--- src/rtl/sha256_pkg.sv ---
// Shared types, constants and round functions for the SHA-256 byte hasher.
`timescale 1ns / 1ps
package sha256_pkg;

   localparam int BlockBytes = 64;
   localparam int Rounds     = 64;

   typedef logic [31:0] word_type;
   typedef logic [5:0]  idx_type;

   // Handshake between the top-level controller and the round engine.
   typedef struct packed {
      logic start;     // begin a compression of the block words
      logic busy;      // engine is running rounds
      logic done;      // last round finished, chaining words updated
   } eng_ctl_type;

   localparam word_type INIT_H [8] = '{
      32'h6a09e667, 32'hbb67ae85, 32'h3c6ef372, 32'ha54ff53a,
      32'h510e527f, 32'h9b05688c, 32'h1f83d9ab, 32'h5be0cd19};

   localparam word_type ROUND_K [64] = '{
      32'h428a2f98, 32'h71374491, 32'hb5c0fbcf, 32'he9b5dba5, 32'h3956c25b, 32'h59f111f1,
      32'h923f82a4, 32'hab1c5ed5, 32'hd807aa98, 32'h12835b01, 32'h243185be, 32'h550c7dc3,
      32'h72be5d74, 32'h80deb1fe, 32'h9bdc06a7, 32'hc19bf174, 32'he49b69c1, 32'hefbe4786,
      32'h0fc19dc6, 32'h240ca1cc, 32'h2de92c6f, 32'h4a7484aa, 32'h5cb0a9dc, 32'h76f988da,
      32'h983e5152, 32'ha831c66d, 32'hb00327c8, 32'hbf597fc7, 32'hc6e00bf3, 32'hd5a79147,
      32'h06ca6351, 32'h14292967, 32'h27b70a85, 32'h2e1b2138, 32'h4d2c6dfc, 32'h53380d13,
      32'h650a7354, 32'h766a0abb, 32'h81c2c92e, 32'h92722c85, 32'ha2bfe8a1, 32'ha81a664b,
      32'hc24b8b70, 32'hc76c51a3, 32'hd192e819, 32'hd6990624, 32'hf40e3585, 32'h106aa070,
      32'h19a4c116, 32'h1e376c08, 32'h2748774c, 32'h34b0bcb5, 32'h391c0cb3, 32'h4ed8aa4a,
      32'h5b9cca4f, 32'h682e6ff3, 32'h748f82ee, 32'h78a5636f, 32'h84c87814, 32'h8cc70208,
      32'h90befffa, 32'ha4506ceb, 32'hbef9a3f7, 32'hc67178f2};

   localparam logic [7:0] PAD_BYTE   = 8'h80;
   localparam idx_type    LEN_OFFSET = 6'd56;

   function automatic word_type rotr(input word_type x, input int n);
      rotr = (x >> n) | (x << (32 - n));
   endfunction

   function automatic word_type sig0(input word_type x);
      sig0 = rotr(x, 7) ^ rotr(x, 18) ^ (x >> 3);
   endfunction

   function automatic word_type sig1(input word_type x);
      sig1 = rotr(x, 17) ^ rotr(x, 19) ^ (x >> 10);
   endfunction

   function automatic word_type bsig0(input word_type x);
      bsig0 = rotr(x, 2) ^ rotr(x, 13) ^ rotr(x, 22);
   endfunction

   function automatic word_type bsig1(input word_type x);
      bsig1 = rotr(x, 6) ^ rotr(x, 11) ^ rotr(x, 25);
   endfunction

endpackage

--- src/rtl/sha256_round_engine.sv ---
// Iterative SHA-256 compression: one round per cycle over a 16-word schedule window.
`timescale 1ns / 1ps
module sha256_round_engine (
   input  logic                  clock,
   input  logic                  reset,
   input  logic                  start,
   input  logic                  chain_init,   // load initial hash values
   input  sha256_pkg::word_type  blk_words [16],
   output sha256_pkg::eng_ctl_type ctl,
   output sha256_pkg::word_type  chain [8]
);

   sha256_pkg::word_type w_ff [16];
   sha256_pkg::word_type w_in [16];
   sha256_pkg::word_type v_ff [8];
   sha256_pkg::word_type v_in [8];
   sha256_pkg::word_type h_ff [8];
   sha256_pkg::word_type h_in [8];
   sha256_pkg::idx_type  rnd_ff, rnd_in;
   logic                 busy_ff, busy_in;
   logic                 done_ff, done_in;

   sha256_pkg::word_type t1, t2, w_new;

   always_comb begin
      t1 = v_ff[7] + sha256_pkg::bsig1(v_ff[4]) + ((v_ff[4] & v_ff[5]) ^ (~v_ff[4] & v_ff[6]))
         + sha256_pkg::ROUND_K[rnd_ff] + w_ff[0];
      t2 = sha256_pkg::bsig0(v_ff[0])
         + ((v_ff[0] & v_ff[1]) ^ (v_ff[0] & v_ff[2]) ^ (v_ff[1] & v_ff[2]));
      w_new = sha256_pkg::sig1(w_ff[14]) + w_ff[9] + sha256_pkg::sig0(w_ff[1]) + w_ff[0];
      w_in = w_ff;
      v_in = v_ff;
      h_in = h_ff;
      rnd_in = rnd_ff;
      busy_in = busy_ff;
      done_in = 1'b0;
      if (chain_init) begin
         h_in = sha256_pkg::INIT_H;
      end else if (start && !busy_ff) begin
         w_in = blk_words;
         v_in = h_ff;
         rnd_in = '0;
         busy_in = 1'b1;
      end else if (busy_ff) begin
         // advance the schedule window and the working variables
         for (int i = 0; i < 15; i++) w_in[i] = w_ff[i + 1];
         w_in[15] = w_new;
         for (int i = 7; i > 0; i--) v_in[i] = v_ff[i - 1];
         v_in[4] = v_ff[3] + t1;
         v_in[0] = t1 + t2;
         rnd_in = rnd_ff + 6'd1;
         if (rnd_ff == 6'(sha256_pkg::Rounds - 1)) begin
            busy_in = 1'b0;
            done_in = 1'b1;
         end
      end
      if (done_ff) begin
         for (int i = 0; i < 8; i++) h_in[i] = h_ff[i] + v_ff[i];
      end
   end

   always_ff @(posedge clock) begin
      if (reset) begin
         busy_ff <= 1'b0;
         done_ff <= 1'b0;
         rnd_ff  <= '0;
         h_ff    <= sha256_pkg::INIT_H;
      end else begin
         busy_ff <= busy_in;
         done_ff <= done_in;
         rnd_ff  <= rnd_in;
         h_ff    <= h_in;
      end
      w_ff <= w_in;
      v_ff <= v_in;
   end

   // done passes through done_ff and fin_ff after the last round, arriving together with the updated chain
   logic fin_ff;
   always_ff @(posedge clock) begin
      if (reset) fin_ff <= 1'b0;
      else       fin_ff <= done_ff;
   end

   assign ctl.start = start;
   assign ctl.busy  = busy_ff | done_ff;
   assign ctl.done  = fin_ff;
   assign chain     = h_ff;

endmodule

--- src/rtl/sha256_byte_stream_hasher.sv ---
// Top level of the SHA-256 byte-stream hasher: intake, padding sequencer and digest output.
`timescale 1ns / 1ps
// Channel | Dir | Beat contents
// req_    | in  | tdata[7:0] msg_byte, tuser op (0 absorb, 1 finish)
// rsp_    | out | tdata[255:0] digest_w0 .. digest_w3, one beat per finish
//
// An absorb beat stores one byte; every 64th byte starts a compression in the
// shared round engine: a start, 64 rounds at one round per cycle and a fold into
// the chain, during all of which req_tready is low. A finish takes one or two
// such compressions (two if 56 or more bytes are held), then holds the digest
// in rsp_ until taken; intake stays closed until then.
// Reset is synchronous, active high, and restores the initial hash values.
module sha256_byte_stream_hasher (
   input  logic         clock,
   input  logic         reset,
   input  logic         req_tvalid,
   output logic         req_tready,
   input  logic [7:0]   req_tdata,   // [7:0] msg_byte
   input  logic         req_tuser,   // op
   output logic         rsp_tvalid,
   input  logic         rsp_tready,
   output logic [255:0] rsp_tdata    // [63:0] w0, [127:64] w1, [191:128] w2, [255:192] w3
);

   typedef enum logic [5:0] {
      ST_IDLE  = 6'b000001,
      ST_HASH  = 6'b000010,  // full block of message bytes
      ST_PAD1  = 6'b000100,  // padded block, length does not fit
      ST_PAD2  = 6'b001000,  // final block carrying the length
      ST_WAIT  = 6'b010000,  // engine running
      ST_OUT   = 6'b100000
   } state_type;

   state_type state_ff, state_in;
   state_type next_ff, next_in;      // where to go when the engine finishes

   // block held as 16 big-endian words, byte 4i in the top lane of word i
   sha256_pkg::word_type  store_ff [16];
   sha256_pkg::word_type  store_in [16];
   sha256_pkg::idx_type   fill_ff, fill_in;
   logic [63:0]           bits_ff, bits_in;
   logic [63:0]           total_ff, total_in;
   logic [255:0]          dig_ff, dig_in;

   logic                  eng_start, chain_init;
   sha256_pkg::word_type  blk_words [16];
   sha256_pkg::word_type  chain [8];
   sha256_pkg::eng_ctl_type ctl;

   logic accept;
   assign req_tready = (state_ff == ST_IDLE);
   assign accept     = req_tvalid && req_tready;

   always_comb begin
      for (int i = 0; i < 16; i++) begin
         blk_words[i] = store_ff[i];
      end
   end

   sha256_round_engine u_eng (
      .clock      (clock),
      .reset      (reset),
      .start      (eng_start),
      .chain_init (chain_init),
      .blk_words  (blk_words),
      .ctl        (ctl),
      .chain      (chain)
   );

   always_comb begin
      state_in   = state_ff;
      next_in    = next_ff;
      store_in   = store_ff;
      fill_in    = fill_ff;
      bits_in    = bits_ff;
      total_in   = total_ff;
      dig_in     = dig_ff;
      eng_start  = 1'b0;
      chain_init = 1'b0;
      case (state_ff)
         ST_IDLE: begin
            if (accept && !req_tuser) begin
               store_in[fill_ff[5:2]][{~fill_ff[1:0], 3'b000} +: 8] = req_tdata;
               fill_in = fill_ff + 6'd1;
               if (fill_ff == 6'd63) begin
                  bits_in  = bits_ff + 64'd512;
                  state_in = ST_HASH;
               end
            end else if (accept) begin
               total_in = bits_ff + {55'd0, fill_ff, 3'd0};
               // pad: 0x80 then zeros; length goes in only if it fits
               for (int i = 0; i < 64; i++) begin
                  if (6'(i) == fill_ff)
                     store_in[4'(i >> 2)][8 * (3 - (i & 3)) +: 8] = sha256_pkg::PAD_BYTE;
                  else if (6'(i) > fill_ff)
                     store_in[4'(i >> 2)][8 * (3 - (i & 3)) +: 8] = 8'd0;
               end
               if (fill_ff >= sha256_pkg::LEN_OFFSET) begin
                  state_in = ST_PAD1;
               end else begin
                  store_in[14] = total_in[63:32];
                  store_in[15] = total_in[31:0];
                  state_in = ST_PAD2;
               end
            end
         end
         ST_HASH: begin
            eng_start = 1'b1;
            next_in   = ST_IDLE;
            state_in  = ST_WAIT;
         end
         ST_PAD1: begin
            eng_start = 1'b1;
            next_in   = ST_PAD2;
            state_in  = ST_WAIT;
            // zero block with length is loaded once the engine has copied the words
         end
         ST_PAD2: begin
            eng_start = 1'b1;
            next_in   = ST_OUT;
            state_in  = ST_WAIT;
         end
         ST_WAIT: begin
            if (ctl.done) begin
               if (next_ff == ST_PAD2) begin
                  for (int i = 0; i < 14; i++) store_in[i] = '0;
                  store_in[14] = total_ff[63:32];
                  store_in[15] = total_ff[31:0];
               end else if (next_ff == ST_OUT) begin
                  for (int i = 0; i < 4; i++)
                     dig_in[64 * i +: 64] = {chain[2 * i], chain[2 * i + 1]};
                  chain_init = 1'b1;
                  fill_in    = '0;
                  bits_in    = '0;
               end
               state_in = next_ff;
            end
         end
         ST_OUT: begin
            if (rsp_tready) state_in = ST_IDLE;
         end
         default: state_in = ST_IDLE;
      endcase
   end

   always_ff @(posedge clock) begin
      if (reset) begin
         state_ff <= ST_IDLE;
         next_ff  <= ST_IDLE;
         fill_ff  <= '0;
         bits_ff  <= '0;
      end else begin
         state_ff <= state_in;
         next_ff  <= next_in;
         fill_ff  <= fill_in;
         bits_ff  <= bits_in;
      end
      store_ff <= store_in;
      total_ff <= total_in;
      dig_ff   <= dig_in;
   end

   assign rsp_tvalid = (state_ff == ST_OUT);
   assign rsp_tdata  = dig_ff;

endmodule

--- config.mk ---
export PLATFORM = sky130hd
export DESIGN_NAME = sha256_byte_stream_hasher
export DESIGN_NICKNAME = d
export VERILOG_FILES = /design/src/rtl/sha256_pkg.sv /design/src/rtl/sha256_round_engine.sv /design/src/rtl/sha256_byte_stream_hasher.sv
export SDC_FILE = /design/constraint.sdc
export NUM_CORES = 2
export LEC_CHECK = 0
export BUFFER_PORTS_ARGS = -buffer_cell sky130_fd_sc_hd__buf_2
export CAP_MARGIN = 20
export CELL_PAD_IN_SITES_DETAIL_PLACEMENT = 1
export CELL_PAD_IN_SITES_GLOBAL_PLACEMENT = 2
export CORE_ASPECT_RATIO = 0.8
export CORE_MARGIN = 2
export CORE_UTILIZATION = 44
export DETAILED_ROUTE_END_ITERATION = 10
export GPL_ROUTABILITY_DRIVEN = 0
export GPL_TIMING_DRIVEN = 0
export PLACE_DENSITY_LB_ADDON = 0.1
export RECOVER_POWER = 100
export SYNTH_ARGS = -nofsm -noshare
export SYNTH_HDL_FRONTEND = slang
export SYNTH_SLANG_ARGS = --single-unit
--- constraint.sdc ---
create_clock -name clock -period 35.9 [get_ports clock]
set_clock_uncertainty 0.15 [all_clocks]
set_input_delay 7.18 -clock clock [delete_from_list [all_inputs] [get_ports clock]]
set_output_delay 7.18 -clock clock [all_outputs]
set_load 0.005 [all_outputs]
==> qor.txt <==
ys async rst share: 0%
H-tree depth: 4
Top Ports: 271
TritonCTS clock tree: built
average via count per standard cell: 6.03
cts repair resizes: 0
Setup WS pre-CTS: 24,410 ps
Detailed Route Iter0 Violations: 9,530
post-route ant nets: 0
worst-path maximum fanout: 73
predominant post-synthesis flop cell: edfxtp_1
initial antenna violation count: 40
hold_buf cts: 0
CTS root buf: clkbuf_16
DR WL/cell: 30.6 µm
setup bufs post-CTS: 0
Worst Tran Pin Value: 4050 ps
CTS sink cnt: 1,932
Yosys reg bits: 1,932
Max Clk Rate: 62.5 MHz
Post-synth EDFFs: 1,597
fin crit share: 44.5%
largest net degree at the start of global routing: 77
DP Wirelength: 349 mm
outcome: finished with violations
Gate Count Post-Synth: 11,016
Final setup viols: 0
Register-to-Register Path Depth: 11
Num CTS Buffers: 214
Avg Cell Area, Syn: 9.58 µm²
final setup margin: 19,910 ps
critical path class: reg2reg
CTS max path bufs: 4
violated checks: max-capacitance violations, max-slew violations
Cell Chain, Critical Path: nor4_1 > and2_0 > clkbuf_1 > nand3_1 > clkbuf_1 > nand2_1 > nand2_1 > clkbuf_1 > clkbuf_1 > clkbuf_1 > clkbuf_1
WP buf/inv: 6
Finished Layout Cells: 14,930
Levels on crit path: 11
kind of end point of the critical path: flip-flop
layout cells sized above 1: 4.32%
Final Hold Vio Count: 0
post-synth top area share: 45.4%
Placeable Area: 238,000 µm²
Synth area leader: edfxtp_1
CP max stage cell: clkbuf_1
Slew HR: -170%
DRT Wirelength: 457 mm
vias in the first global route: 90,393
syn nets: 11,624
Post-Syn Area: 106,000 µm²
Initial Util: 44.3%
Port Buffers: 267
Fillers: 27,013
Nets: 12,194
crit-path max cell delay: 3000 ps
CP arrival: 16,270 ps
final instance area: 118,000 µm²
Max Slew Vio Count: 1,594
first-pass GRT wire length: 648 mm
most area-consuming cells after synthesis: edfxtp_1, nand2_1, dfxtp_1
FF/Latch Area: 54,700 µm²
Worst Setup Start Kind: flip-flop
setup_tns: 0 ps
Clock Pin Slew Worst Setup and Hold Paths: 70 ps
Max-Cap Viols: 49
dpl cells: 14,526
post-synthesis sequential area ratio: 51.8%
area taken by multi-input logic gates: 47,200 µm²
FP Rows: 160
Die Wd: 552 µm
Post-DP Area: 112,000 µm²
RSZ-0062 raised after global routing: false
Worst Path Required: 36,180 ps
DRC: 0
Total GRT Usage: 36.8%
synth unique cells: 97
Pre-antenna DRT Iters: 9
Worst Hold Depth: 0
post-layout min period: 15,990 ps
cell mode on critical path: clkbuf_1
kind of cell adding the most delay to the critical path: buffers and inverters
Die ar.: 244,000 µm²
clk_lat worst skew: 910 ps
Worst Hold Class: reg2reg
gr ovfl total: 0
die span in y: 442 µm
Synth warnings: 0
DR vias: 90,017
Syn-to-layout area delta: 12.0%
## cell usage in the layout (no fill, tap or decap), drive strengths merged, types with 195 or more instances in the layout
master / instances
nand2: 2630
xor2: 221
ha: 400
dfxtp: 335
a21oi: 963
edfxtp: 1597
xnor2: 387
o21ai: 407
nor2: 1380
fa: 195
clkbuf: 1120
inv: 300
## cell families after synthesis
| logic type | count (synthesis) | synth area share (%) |
|---|---|---|
| compound gates | 2200 | 12.5 |
| xor+xnor | 609 | 5.07 |
| fa+ha+maj | 618 | 8.66 |
| buf+inv | 957 | 3.42 |
| flops | 1932 | 51.8 |
| mux | 59 | 0.677 |
| simple gates | 4641 | 17.9 |
## routing by layer
layer / vias up / global-route usage [%] / wire (µm)
li1: 39243 / - / -
met5: - / 0 / 138
met1: 45326 / 48.4 / 181000
met4: 22 / 21.7 / 32600
met3: 1174 / 6.71 / 40900
met2: 4252 / 56.6 / 202000
## cells in the mapped netlist (108+ instances only)
cell type / count
nand2_1: 2629
edfxtp_1: 1597
a21oi_1: 962
nor3_1: 108
dfxtp_1: 335
clkbuf_1: 621
a21o_1: 168
nand3_1: 119
o21ai_0: 388
fa_1: 195
inv_1: 294
ha_1: 400
xnor2_1: 387
xor2_1: 221
nor2_1: 1378
## per-stage QoR
step / utilization [%] / hold WS, ps
2_1_floorplan: - / 287
3_3_place_gp: 46.6 / 317
3_5_place_dp: 47.2 / 324
4_1_cts: 50.1 / 352
5_1_grt: 49.7 / 374
6_report: 49.7 / 353
## layout make-up
| cell class | count | area share, % |
|---|---|---|
| Inverter | 300 | 0.954 |
| Buffer | 657 | 2.10 |
| Multi-Input combinational cell | 8127 | 40.0 |
| Clock buffer | 269 | 4.81 |
| Tap cell | 3159 | 3.34 |
| Clock inverter | 121 | 0.969 |
| Timing Repair Buffer | 354 | 1.60 |
| Sequential cell | 1932 | 46.2 |
| Antenna cell | 11 | 0.0233 |
## state kept, by name, indices dropped and copies added, names as in the netlist, 3 cells and up
signal	count
bits_ff	55
blk_words	512
fill_ff	6
next_ff	3
rsp_tdata	256
state_ff	6
total_ff	61
u_eng.chain	256
u_eng.rnd_ff	6
u_eng.v_ff	256
u_eng.w_ff	512
## worst register-to-register path: cells and delay by family (launching register included)
kind | cells | cell delay, ps
buffers and inverters | 6 | 12680
DFF | 1 | 460
and+or+nand+nor | 5 | 2150
## worst paths after layout
path / endpoint / slack (ps) / from
setup reg to reg: u_eng.w_ff[246] / 19910 / state_ff[3]
hold reg to reg: rsp_tdata[230] / 350 / u_eng.chain[38]
hold / removal: rsp_tdata[230] / 350 / u_eng.chain[38]
setup / recovery: u_eng.w_ff[246] / 19910 / state_ff[3]
Power is left out: the tool's default activity adds up to more than one toggle a clock period on the data nets, which glitch-free logic cannot reach.
